==> config.mk <==
export PLATFORM = sky130hd
export DESIGN_NAME = dense_swap_remove_entity_table
export DESIGN_NICKNAME = d
export VERILOG_FILES = /design/src/rtl/dsret_pkg.sv /design/src/rtl/dense_swap_remove_entity_table.sv
export SDC_FILE = /design/constraint.sdc
export NUM_CORES = 2
export LEC_CHECK = 0
export BUFFER_PORTS_ARGS = -buffer_cell sky130_fd_sc_hd__buf_2
export CAP_MARGIN = 30
export CORE_ASPECT_RATIO = 0.9
export CORE_MARGIN = 1
export CORE_UTILIZATION = 45
export CTS_CLUSTER_DIAMETER = 50
export CTS_CLUSTER_SIZE = 24
export DETAILED_ROUTE_END_ITERATION = 8
export MAX_ROUTING_LAYER = met4
export PLACE_DENSITY = 0.65
export SLEW_MARGIN = 40
export SYNTH_ARGS = -nofsm -noshare
export SYNTH_HDL_FRONTEND = slang
export SYNTH_SLANG_ARGS = --single-unit
export TNS_END_PERCENT = 5
==> constraint.sdc <==
create_clock -name clock -period 8.5 [get_ports clock]
set_input_delay 0.85 -clock clock [delete_from_list [all_inputs] [get_ports clock]]
set_output_delay 0.85 -clock clock [all_outputs]
set_load 0.005 [all_outputs]
==> src/rtl/dsret_pkg.sv <==
// Shared types and constants for the dense swap-remove entity table.
package dsret_pkg;

   // Fixed field widths of the request and response items.
   localparam int KIND_W    = 2;
   localparam int STATUS_W  = 2;
   localparam int SLOT_W    = 6;
   localparam int COUNT_W   = 7;
   localparam int ID_PORT_W = 32;

   // Operation carried by a request item.
   typedef enum logic [KIND_W-1:0] {
      KIND_ADD         = 2'd0,
      KIND_REMOVE_ID   = 2'd1,
      KIND_REMOVE_SLOT = 2'd2,
      KIND_LOOKUP      = 2'd3
   } kind_type;

   // Outcome reported with every response item.
   typedef enum logic [STATUS_W-1:0] {
      STATUS_DONE         = 2'd0,
      STATUS_FULL         = 2'd1,
      STATUS_NOT_FOUND    = 2'd2,
      STATUS_SLOT_IGNORED = 2'd3
   } status_type;

   // Sequencer states.
   typedef enum logic [1:0] {
      ST_IDLE,
      ST_SCAN,
      ST_SWAP,
      ST_FINISH
   } state_type;

endpackage

==> src/rtl/dense_swap_remove_entity_table.sv <==
// Top level of the dense swap-remove entity table.
//
// The table keeps entity identifiers packed in slots 0 to count-1 of a single-port
// synchronous memory, with a live count. One request item is worked on at a time and
// the next is accepted as soon as the sequencer is back in idle, even while the previous
// response item still waits at the output register. An add or a remove by slot goes
// from idle straight to the finish state, through the swap state when the last entry has
// to be moved into the hole. A lookup or a remove by identifier scans the stored entries
// one per cycle through the memory's read port, and a remove by identifier then passes
// through the swap state when the last entry has to be moved. No clearing pass is
// needed after reset: only slots below the count are ever read. The limit on the count
// is the smaller of the max_count register and CAPACITY.
module dense_swap_remove_entity_table
   import dsret_pkg::*;
#(
   parameter int unsigned CAPACITY = 64,
   parameter int unsigned ID_WIDTH = 32
) (
   input  logic                 clock,
   input  logic                 reset,
   // Configuration port.
   input  logic                 csr_write_enable,
   input  logic [COUNT_W-1:0]   csr_write_data,
   // Request channel.
   input  logic                 req_valid,
   output logic                 req_stall,
   input  logic [KIND_W-1:0]    req_kind,
   input  logic [ID_PORT_W-1:0] req_entity_id,
   input  logic [SLOT_W-1:0]    req_slot_index,
   // Response channel.
   output logic                 rsp_valid,
   input  logic                 rsp_stall,
   output logic [STATUS_W-1:0]  rsp_status,
   output logic [SLOT_W-1:0]    rsp_result_slot,
   output logic                 rsp_moved_valid,
   output logic [SLOT_W-1:0]    rsp_moved_slot,
   output logic [ID_PORT_W-1:0] rsp_moved_entity,
   output logic [COUNT_W-1:0]   rsp_live_count
);

   // Only the low identifier bits that fit both the port and ID_WIDTH are kept.
   localparam int STORE_W = (ID_WIDTH < ID_PORT_W) ? ID_WIDTH : ID_PORT_W;
   localparam int AW      = (CAPACITY > 1) ? $clog2(CAPACITY) : 1;

   // Entry memory, registered read data.
   logic [STORE_W-1:0] mem [CAPACITY];
   logic [STORE_W-1:0] rdata_ff;
   logic               mem_we;
   logic [AW-1:0]      mem_waddr;
   logic [STORE_W-1:0] mem_wdata;
   logic               mem_re;
   logic [AW-1:0]      mem_raddr;

   // Control and working registers.
   state_type          state_ff, state_in;
   logic [COUNT_W-1:0] count_ff, count_in;
   logic [COUNT_W-1:0] max_ff;
   kind_type           kind_ff, kind_in;
   logic [STORE_W-1:0] id_ff, id_in;
   logic [COUNT_W-1:0] hole_ff, hole_in;
   logic [COUNT_W-1:0] scan_ff, scan_in;

   // Staged result of the item at work.
   status_type         res_status_ff, res_status_in;
   logic [SLOT_W-1:0]  res_slot_ff, res_slot_in;
   logic               res_moved_valid_ff, res_moved_valid_in;
   logic [SLOT_W-1:0]  res_moved_slot_ff, res_moved_slot_in;
   logic [STORE_W-1:0] res_moved_entity_ff, res_moved_entity_in;

   // Output register.
   logic               rsp_valid_ff, rsp_valid_in;
   logic               rsp_load;
   status_type         rsp_status_ff;
   logic [SLOT_W-1:0]  rsp_result_slot_ff;
   logic               rsp_moved_valid_ff;
   logic [SLOT_W-1:0]  rsp_moved_slot_ff;
   logic [STORE_W-1:0] rsp_moved_entity_ff;
   logic [COUNT_W-1:0] rsp_live_count_ff;

   logic [COUNT_W-1:0] limit;
   logic [COUNT_W-1:0] last;
   logic [COUNT_W-1:0] req_slot;

   // The effective limit never exceeds the capacity of the memory.
   assign limit    = (32'(max_ff) < CAPACITY) ? max_ff : COUNT_W'(CAPACITY);
   assign last     = count_ff - COUNT_W'(1);
   assign req_slot = COUNT_W'(req_slot_index);

   // A new item is taken only while the sequencer is idle.
   assign req_stall = (state_ff != ST_IDLE);

   // Next state, memory accesses and staged result.
   always_comb begin
      state_in            = state_ff;
      count_in            = count_ff;
      kind_in             = kind_ff;
      id_in               = id_ff;
      hole_in             = hole_ff;
      scan_in             = scan_ff;
      res_status_in       = res_status_ff;
      res_slot_in         = res_slot_ff;
      res_moved_valid_in  = res_moved_valid_ff;
      res_moved_slot_in   = res_moved_slot_ff;
      res_moved_entity_in = res_moved_entity_ff;
      mem_we              = 1'b0;
      mem_waddr           = '0;
      mem_wdata           = '0;
      mem_re              = 1'b0;
      mem_raddr           = '0;
      rsp_load            = 1'b0;

      case (state_ff)
         ST_IDLE: begin
            if (req_valid) begin
               kind_in             = kind_type'(req_kind);
               id_in               = req_entity_id[STORE_W-1:0];
               res_status_in       = STATUS_DONE;
               res_slot_in         = '0;
               res_moved_valid_in  = 1'b0;
               res_moved_slot_in   = '0;
               res_moved_entity_in = '0;
               state_in            = ST_FINISH;
               case (kind_type'(req_kind))
                  KIND_ADD: begin
                     if (count_ff >= limit) begin
                        res_status_in = STATUS_FULL;
                     end else begin
                        mem_we      = 1'b1;
                        mem_waddr   = AW'(count_ff);
                        mem_wdata   = req_entity_id[STORE_W-1:0];
                        res_slot_in = SLOT_W'(count_ff);
                        count_in    = count_ff + COUNT_W'(1);
                     end
                  end
                  KIND_REMOVE_ID, KIND_LOOKUP: begin
                     // Start the scan at slot zero on a table that is not empty.
                     if (count_ff == '0) begin
                        res_status_in = STATUS_NOT_FOUND;
                     end else begin
                        mem_re    = 1'b1;
                        mem_raddr = '0;
                        scan_in   = '0;
                        state_in  = ST_SCAN;
                     end
                  end
                  KIND_REMOVE_SLOT: begin
                     if (req_slot >= count_ff) begin
                        res_status_in = STATUS_SLOT_IGNORED;
                     end else if (req_slot == last) begin
                        count_in = last;
                     end else begin
                        hole_in   = req_slot;
                        mem_re    = 1'b1;
                        mem_raddr = AW'(last);
                        state_in  = ST_SWAP;
                     end
                  end
                  default: begin
                     res_status_in = STATUS_DONE;
                  end
               endcase
            end
         end
         ST_SCAN: begin
            // The read data holds the entry at the scan position.
            if (rdata_ff == id_ff) begin
               if (kind_ff == KIND_LOOKUP) begin
                  res_slot_in = SLOT_W'(scan_ff);
                  state_in    = ST_FINISH;
               end else if (scan_ff == last) begin
                  count_in = last;
                  state_in = ST_FINISH;
               end else begin
                  hole_in   = scan_ff;
                  mem_re    = 1'b1;
                  mem_raddr = AW'(last);
                  state_in  = ST_SWAP;
               end
            end else if (scan_ff == last) begin
               res_status_in = STATUS_NOT_FOUND;
               state_in      = ST_FINISH;
            end else begin
               scan_in   = scan_ff + COUNT_W'(1);
               mem_re    = 1'b1;
               mem_raddr = AW'(scan_ff + COUNT_W'(1));
            end
         end
         ST_SWAP: begin
            // Move the last entry into the hole.
            mem_we              = 1'b1;
            mem_waddr           = AW'(hole_ff);
            mem_wdata           = rdata_ff;
            res_moved_valid_in  = 1'b1;
            res_moved_slot_in   = SLOT_W'(hole_ff);
            res_moved_entity_in = rdata_ff;
            count_in            = last;
            state_in            = ST_FINISH;
         end
         ST_FINISH: begin
            // Hand the result to the output register once it is free.
            if (!rsp_valid_ff || !rsp_stall) begin
               rsp_load = 1'b1;
               state_in = ST_IDLE;
            end
         end
         default: begin
            state_in = ST_IDLE;
         end
      endcase
   end

   // The output register empties when its item is taken and fills on a load.
   assign rsp_valid_in = rsp_load | (rsp_valid_ff & rsp_stall);

   // Control registers.
   always_ff @(posedge clock) begin
      if (reset) begin
         state_ff     <= ST_IDLE;
         count_ff     <= '0;
         max_ff       <= COUNT_W'(64);
         rsp_valid_ff <= 1'b0;
      end else begin
         state_ff     <= state_in;
         count_ff     <= count_in;
         rsp_valid_ff <= rsp_valid_in;
         if (csr_write_enable) begin
            max_ff <= csr_write_data;
         end
      end
   end

   // Working and staged result registers.
   always_ff @(posedge clock) begin
      kind_ff             <= kind_in;
      id_ff               <= id_in;
      hole_ff             <= hole_in;
      scan_ff             <= scan_in;
      res_status_ff       <= res_status_in;
      res_slot_ff         <= res_slot_in;
      res_moved_valid_ff  <= res_moved_valid_in;
      res_moved_slot_ff   <= res_moved_slot_in;
      res_moved_entity_ff <= res_moved_entity_in;
   end

   // Output payload; the live count is already updated when the result is loaded.
   always_ff @(posedge clock) begin
      if (rsp_load) begin
         rsp_status_ff       <= res_status_ff;
         rsp_result_slot_ff  <= res_slot_ff;
         rsp_moved_valid_ff  <= res_moved_valid_ff;
         rsp_moved_slot_ff   <= res_moved_slot_ff;
         rsp_moved_entity_ff <= res_moved_entity_ff;
         rsp_live_count_ff   <= count_ff;
      end
   end

   // Entry memory. Writes and reads never fall in the same cycle, as the sequencer
   // handles one item at a time, so no forwarding is needed.
   always_ff @(posedge clock) begin
      if (mem_we) begin
         mem[mem_waddr] <= mem_wdata;
      end
   end

   always_ff @(posedge clock) begin
      if (mem_re) begin
         rdata_ff <= mem[mem_raddr];
      end
   end

   assign rsp_valid        = rsp_valid_ff;
   assign rsp_status       = rsp_status_ff;
   assign rsp_result_slot  = rsp_result_slot_ff;
   assign rsp_moved_valid  = rsp_moved_valid_ff;
   assign rsp_moved_slot   = rsp_moved_slot_ff;
   assign rsp_moved_entity = ID_PORT_W'(rsp_moved_entity_ff);
   assign rsp_live_count   = rsp_live_count_ff;

endmodule

* Word-level counts from Yosys, hierarchy flattened
Memory sizes are Yosys's and may differ from the RTL's. A register that Yosys moved wholly into a read port is not among the register bits. Index checks and enable logic that the tools add are counted. W data, S select, Z words.
Word-level totals: register bits after elaboration 165, memory bits (writable) 2048, input bits 52, output and inout port bits 56, logic and storage cells 162, memories 1
Cells by class: add/sub/neg operators 3, $lt $le $gt $ge 3, equal/unequal tests 28, multiplexer cells 87, bitwise logic cells 2, reductions and logical operators 19
Memory list:
- mem | words 64, width 32, read ports 1, clocked after Yosys merged registers in 1, wr ports 1, line dense_swap_remove_entity_table.sv:46 | logic [STORE_W-1:0] mem [CAPACITY];
Operator list (count):
- $mux W6 | 22
- $mux W32 | 4
- $pmux W32 S2 | 2
- $mux W7 | 13
- $pmux W6 S2 | 5
- $eq A32 B32 Y1 | 1
- $pmux W7 S2 | 2
- $ne A2 B2 Y1 const B | 11
- $pmux W7 S3 | 1
- $mux W1 | 20
- $mux W2 | 10
- $add A7 B1 Y7 const B | 2
- $ne A3 B3 Y1 const B | 4
- $eq A2 B2 Y1 const B | 5
- $reduce_and A9 Y1 | 1
- $pmux W1 S2 | 4
- $pmux W2 S2 | 2
- $pmux W2 S4 | 1
- $reduce_and A4 Y1 | 2
- $reduce_and A8 Y1 | 1
- $eq A6 B7 Y1 | 1
- $eq A7 B7 Y1 | 1
- $ge A6 B7 Y1 | 1
- $ge A7 B7 Y1 | 1
- other kinds (18) | 25

* Logic depth before layout (Yosys ltp)
depth after elaboration 9, mapped depth 20, mapped depth without buffers 13

* Least setup slack after synthesis
No wires, ideal clock.
path type register -> register, start point register count_ff[0], end point memory mem[32][0] (netlist bit), enable pin, library setup time 502 ps, arrival time 6858 ps, required time 7998 ps, setup slack 1140 ps, cell stages (with the launch flop) 14, buffers on the path 1, period minus slack after synthesis 7360 ps, path through dfxtp_1 clkbuf_1 inv_1 ha_1 nand2b_1 a21o_1 a21o_1 a21o_1 a21o_1 a21o_1 a2111oi_0 a21oi_1 nand3b_1 nor4_1
On the way: cells in the longest elaborated chain, start to end 7, elaborated cells between the ends (all ways) 11, classes of those cells order compare: 1; mux: 10
Ends and longest elaborated chain:
- start: declaration | line dense_swap_remove_entity_table.sv:56 | logic [COUNT_W-1:0] count_ff, count_in;
- start signal: assignment | line dense_swap_remove_entity_table.sv:224 | count_ff <= count_in;
- $ge A7 B7 Y1 | line dense_swap_remove_entity_table.sv:125 | if (count_ff >= limit) begin
- $mux W1 | line dense_swap_remove_entity_table.sv:125
- $mux W1 | line dense_swap_remove_entity_table.sv:123 | case (kind_type'(req_kind))
- $mux W1 | line dense_swap_remove_entity_table.sv:114 | if (req_valid) begin
- $pmux W1 S2 | line dense_swap_remove_entity_table.sv:112 | case (state_ff)
- $mux W1 | line dense_swap_remove_entity_table.sv:260 | if (mem_we) begin
- $mux W1 (not written as such) | line dense_swap_remove_entity_table.sv:261 | mem[mem_waddr] <= mem_wdata;
- end: declaration | line dense_swap_remove_entity_table.sv:46
Several ways; a longest one is shown, not always the timed one.

* Final worst setup path
start point register count_ff[0], end point register rdata_ff[17], read port of mem (data pin)
On the way: cells in the longest elaborated chain, start to end 7, elaborated cells between the ends (all ways) 23, classes of those cells add/sub: 1; order compare: 1; eq/ne: 2; mux: 18; reduce/logical: 1
Ends and longest elaborated chain:
- $sub A7 B1 Y7 | line dense_swap_remove_entity_table.sv:86 | assign last = count_ff - COUNT_W'(1);
- $eq A6 B7 Y1 | line dense_swap_remove_entity_table.sv:149 | end else if (req_slot == last) begin
- $mux W1 or $mux W6 (tied branches) | line dense_swap_remove_entity_table.sv:149
- $mux W1 or $mux W6 (tied branches) | line dense_swap_remove_entity_table.sv:147 | if (req_slot >= count_ff) begin
- $pmux W1 S2 or $mux W6 (tied branches)
- $mux W1 or $mux W6 (tied branches) | line dense_swap_remove_entity_table.sv:114
- $pmux W1 S2 or $pmux W6 S2 (tied branches) | line dense_swap_remove_entity_table.sv:112
- end: declaration | line dense_swap_remove_entity_table.sv:47 | logic [STORE_W-1:0] rdata_ff;
Several ways; a longest one is shown, not always the timed one. A chain may end at the register's enable or synchronous reset.

==> flow_summary.json <==
{
  "critPathLaunch": "count_ff[0]",
  "critPathMaxFanout": 51,
  "multi_input_area_um2": 20630,
  "maxClockFrequency_mhz": 138.8,
  "post_drt_wl_per_cell_um": 28.64,
  "finalSetupViolations": 0,
  "detail_route.wirelength_mm": 255.6,
  "post-cts-setup-buffer-count": 0,
  "grt_pass1_vias": 51350,
  "port_buffers": 107,
  "reg2reg_depth": 15,
  "synth_cell_type_count": 67,
  "endpoint_kind": "flip-flop",
  "cpPeakStageDelay_ns": 0.79,
  "dieHeight_um": 423.3,
  "postSynthNetCount": 6185,
  "total_power_w": 0.03336,
  "design.portCount": 108,
  "slowest_stage": "sky130_fd_sc_hd__dfxtp_1",
  "worst_path_dominant_cell_family": "simple AND/OR/NAND/NOR gates",
  "crit_path_cell_trace": "inv_1, ha_1, xnor3_1, a22oi_1, a2111oi_0, and3_1, nor4_1, or3_4, buf_12, buf_4, a2111oi_0, or4_1, a222oi_1, a21bo_1, a211oi_1",
  "maxSlewHeadroom": 0.3053,
  "grt.total_usage": 0.2603,
  "drive_gt1_frac": 0.1343,
  "ys_seq_elements": 2245,
  "post_cts_resized": 0,
  "crit_type": "reg -> reg",
  "worst_setup_endpoint": "rdata_ff[17]",
  "tritoncts_clock_tree": "yes",
  "postSynthCellCount": 6113,
  "initial_utilization": 0.4534,
  "timing.hold.worst.class": "in -> reg",
  "syn_to_final_growth_pct": 12.63,
  "status": "completed",
  "async_flop_share": 0,
  "global_route_wire_length_before_repair_mm": 366.5,
  "endpoint_of_the_most_critical_register_to_register_path": "rdata_ff[17]",
  "synthesis.yosys.warnings": 0,
  "finalWeightedCongestion": 0.9146,
  "htree_levels": 4,
  "leakage_nw": 34.74,
  "finalNetCount": 6271,
  "via_count": 55190,
  "finalCoreUtilization": 0.5107,
  "timing.critical_path.buf_inv": 3,
  "synthesis.area_um2": 88760,
  "seq_area_frac_synth": 0.7576,
  "worstSetupStartpointType": "flip-flop",
  "timing.reg2reg.setup_slack_ns": 1.29,
  "most_used_cell_cp": "sky130_fd_sc_hd__a2111oi_0",
  "grt_antenna_before_repair": 16,
  "critical_path_cell_count": 15,
  "post_cts_hold_buffer_count": 0,
  "worst_setup_hold_path_clk_slew_ns": 0.08,
  "gr-total-overflow": 0,
  "seq_area_um2": 67240,
  "cp_data_arrival_time_ns": 7.73,
  "number_of_flops_mapped_to_enable_cells_by_yosys": 2228,
  "timing.clock.skew_ns": 0.05046,
  "cts-buffers-inserted": 169,
  "core_area_um2": 195800,
  "maxCapViolations": 0,
  "drt-vias-per-instance": 6.185,
  "clock_insertion_delay_worst_skew_ns": 0.86,
  "clkSinkCount": 2245,
  "ir_drop_mv": 0.3432,
  "synth-main-ff-cell": "sky130_fd_sc_hd__edfxtp_1",
  "clk_root_buffer_cell": "sky130_fd_sc_hd__clkbuf_16",
  "grt_max_degree": 165,
  "power.density_cell_area_nw_per_um2": 333.7,
  "worst-endpoint-required_ns": 9.03,
  "first_iter_violations": 8314,
  "hold_violations_final": 0,
  "die_area_um2": 199000,
  "dieWidth_um": 470.2,
  "num_rows": 154,
  "timing_worst_slew_pin_value_ns": 1.016,
  "fin_crit_ns": 7.205,
  "filler_cell_count": 15970,
  "timing.final.max_slew_violations": 0,
  "number_of_iterations_in_the_first_detailed_routing_pass": 6,
  "detail-route-antenna-nets": 0,
  "rsz0062_at_grt": "false",
  "drt_drc_violations_left": 0,
  "final_min_period_over_clock_period": 0.8477,
  "synth_area_per_cell_um2": 14.52,
  "total_half_perimeter_wirelength_after_legalization_and_detailed_placement_mm": 141.5,
  "cts_max_path_buffers": 3,
  "r2r-start": "count_ff[0]",
  "hold-worst-slack_ns": 0.2226
}
## metrics by stage
stage	cells	setup WS [ns]	cell area, µm²	TNS (ns)
after floorplan	6113	1.140	88760	0
after global placement	8564	-0.4360	93240	-0.8221
after detailed placement	8590	1.453	93690	0
after CTS	8905	1.439	99680	0
after global routing	8921	0.9638	99970	0
final	8923	1.295	99970	0
## flip-flops by register name, indices dropped and copies added, names as in the netlist, 2 cells and up
signal and count:
mem 2048, id_ff 32, rdata_ff 32, res_moved_entity_ff 32, rsp_moved_entity 32, count_ff 7
max_ff 7, rsp_live_count 7, scan_ff 7, hole_ff 6, res_moved_slot_ff 6, res_slot_ff 6
rsp_moved_slot 6, rsp_result_slot 6, kind_ff 2, res_status_ff 2, rsp_status 2, state_ff 2
## synth_stat cells (41+ instances only)
cell / n / area [µm²]
sky130_fd_sc_hd__mux2i_1: 214 / 2142
sky130_fd_sc_hd__edfxtp_1: 2228 / 66900
sky130_fd_sc_hd__buf_2: 82 / 410.4
sky130_fd_sc_hd__and3_1: 276 / 1727
sky130_fd_sc_hd__o22ai_1: 70 / 437.9
sky130_fd_sc_hd__a211oi_1: 125 / 938.4
sky130_fd_sc_hd__a31o_2: 47 / 411.6
sky130_fd_sc_hd__and2_1: 41 / 256.5
sky130_fd_sc_hd__a21o_1: 43 / 322.8
sky130_fd_sc_hd__a2111oi_0: 155 / 1358
sky130_fd_sc_hd__nand3_1: 346 / 1732
sky130_fd_sc_hd__a21oi_1: 228 / 1141
sky130_fd_sc_hd__nand2_1: 1267 / 4756
sky130_fd_sc_hd__clkbuf_1: 286 / 1074
sky130_fd_sc_hd__nor2_1: 108 / 405.4
sky130_fd_sc_hd__a31oi_1: 130 / 813.3
sky130_fd_sc_hd__buf_1: 49 / 183.9
sky130_fd_sc_hd__xnor2_1: 43 / 376.6
## cell type report
class	instances	share of cell area
multi-input combinational	3429	0.2064
timing repair buffer	337	0.02807
clock buffer	178	0.04307
antenna	6	0.0001502
clock inverter	137	0.01686
sequential	2245	0.6726
tap	2574	0.03221
inverter	17	0.0006383
## kinds of logic (layout without fill, tap and decap cells)
kind of cell | after synthesis | in the layout | synth area share
compound gates | 1005 | 1005 | 0.08190
xor+xnor | 51 | 51 | 0.005497
fa+ha+maj | 20 | 20 | 0.002819
buf+inv | 439 | 669 | 0.01995
flops | 2245 | 2245 | 0.7576
mux | 220 | 220 | 0.02489
other cells | 0 | 6 | 0
simple gates | 2133 | 2133 | 0.1074
## layer usage
| layer | vias up | track usage | part of all wire |
|---|---|---|---|
| met4 | 0 | 0.09128 | 0.040 |
| met5 | - | - | 0 |
| met1 | 27840 | 0.3631 | 0.40 |
| li1 | 23670 | - | - |
| met3 | 445 | 0.05721 | 0.12 |
| met2 | 3234 | 0.3759 | 0.44 |
## where the power goes
group / switching [W] / internal [W] / total, W
registers: 0.000359 / 0.0139 / 0.0142
clock network: 0.00440 / 0.00413 / 0.00854
logic: 0.00765 / 0.00297 / 0.0106
total: 0.0124 / 0.0210 / 0.0334
## cells in the final DEF (no fill, tap or decap), types with 30 or more instances in the layout
master and n:
sky130_fd_sc_hd__edfxtp_1 2228, sky130_fd_sc_hd__nand2_1 1258, sky130_fd_sc_hd__nand3_1 338, sky130_fd_sc_hd__and3_1 276
sky130_fd_sc_hd__a21oi_1 226, sky130_fd_sc_hd__mux2i_1 214, sky130_fd_sc_hd__clkbuf_16 172, sky130_fd_sc_hd__buf_4 163
sky130_fd_sc_hd__a2111oi_0 134, sky130_fd_sc_hd__a31oi_1 128, sky130_fd_sc_hd__a211oi_1 124, sky130_fd_sc_hd__buf_2 121
sky130_fd_sc_hd__o22ai_1 70, sky130_fd_sc_hd__nor2_4 67, sky130_fd_sc_hd__a31o_2 47, sky130_fd_sc_hd__xnor2_1 43
sky130_fd_sc_hd__and2_1 40, sky130_fd_sc_hd__nor2_1 38, sky130_fd_sc_hd__clkinv_8 37, sky130_fd_sc_hd__inv_6 34
sky130_fd_sc_hd__buf_12 33, sky130_fd_sc_hd__a21o_2 31, sky130_fd_sc_hd__a311oi_1 31, sky130_fd_sc_hd__or4_1 30
sky130_fd_sc_hd__a32oi_1 30
## worst min-delay path by stage
stage,to,startpoint,depth (start not counted)
6_report,id_ff[2],req_entity_id[2],1
5_1_grt,id_ff[2],req_entity_id[2],1
4_1_cts,id_ff[2],req_entity_id[2],1
3_5_place_dp,rsp_moved_entity[27],res_moved_entity_ff[27],0
3_3_place_gp,rsp_result_slot[5],res_slot_ff[5],0
2_1_floorplan,rsp_moved_entity[0],res_moved_entity_ff[0],0
(Power assumes the default switching activity.)
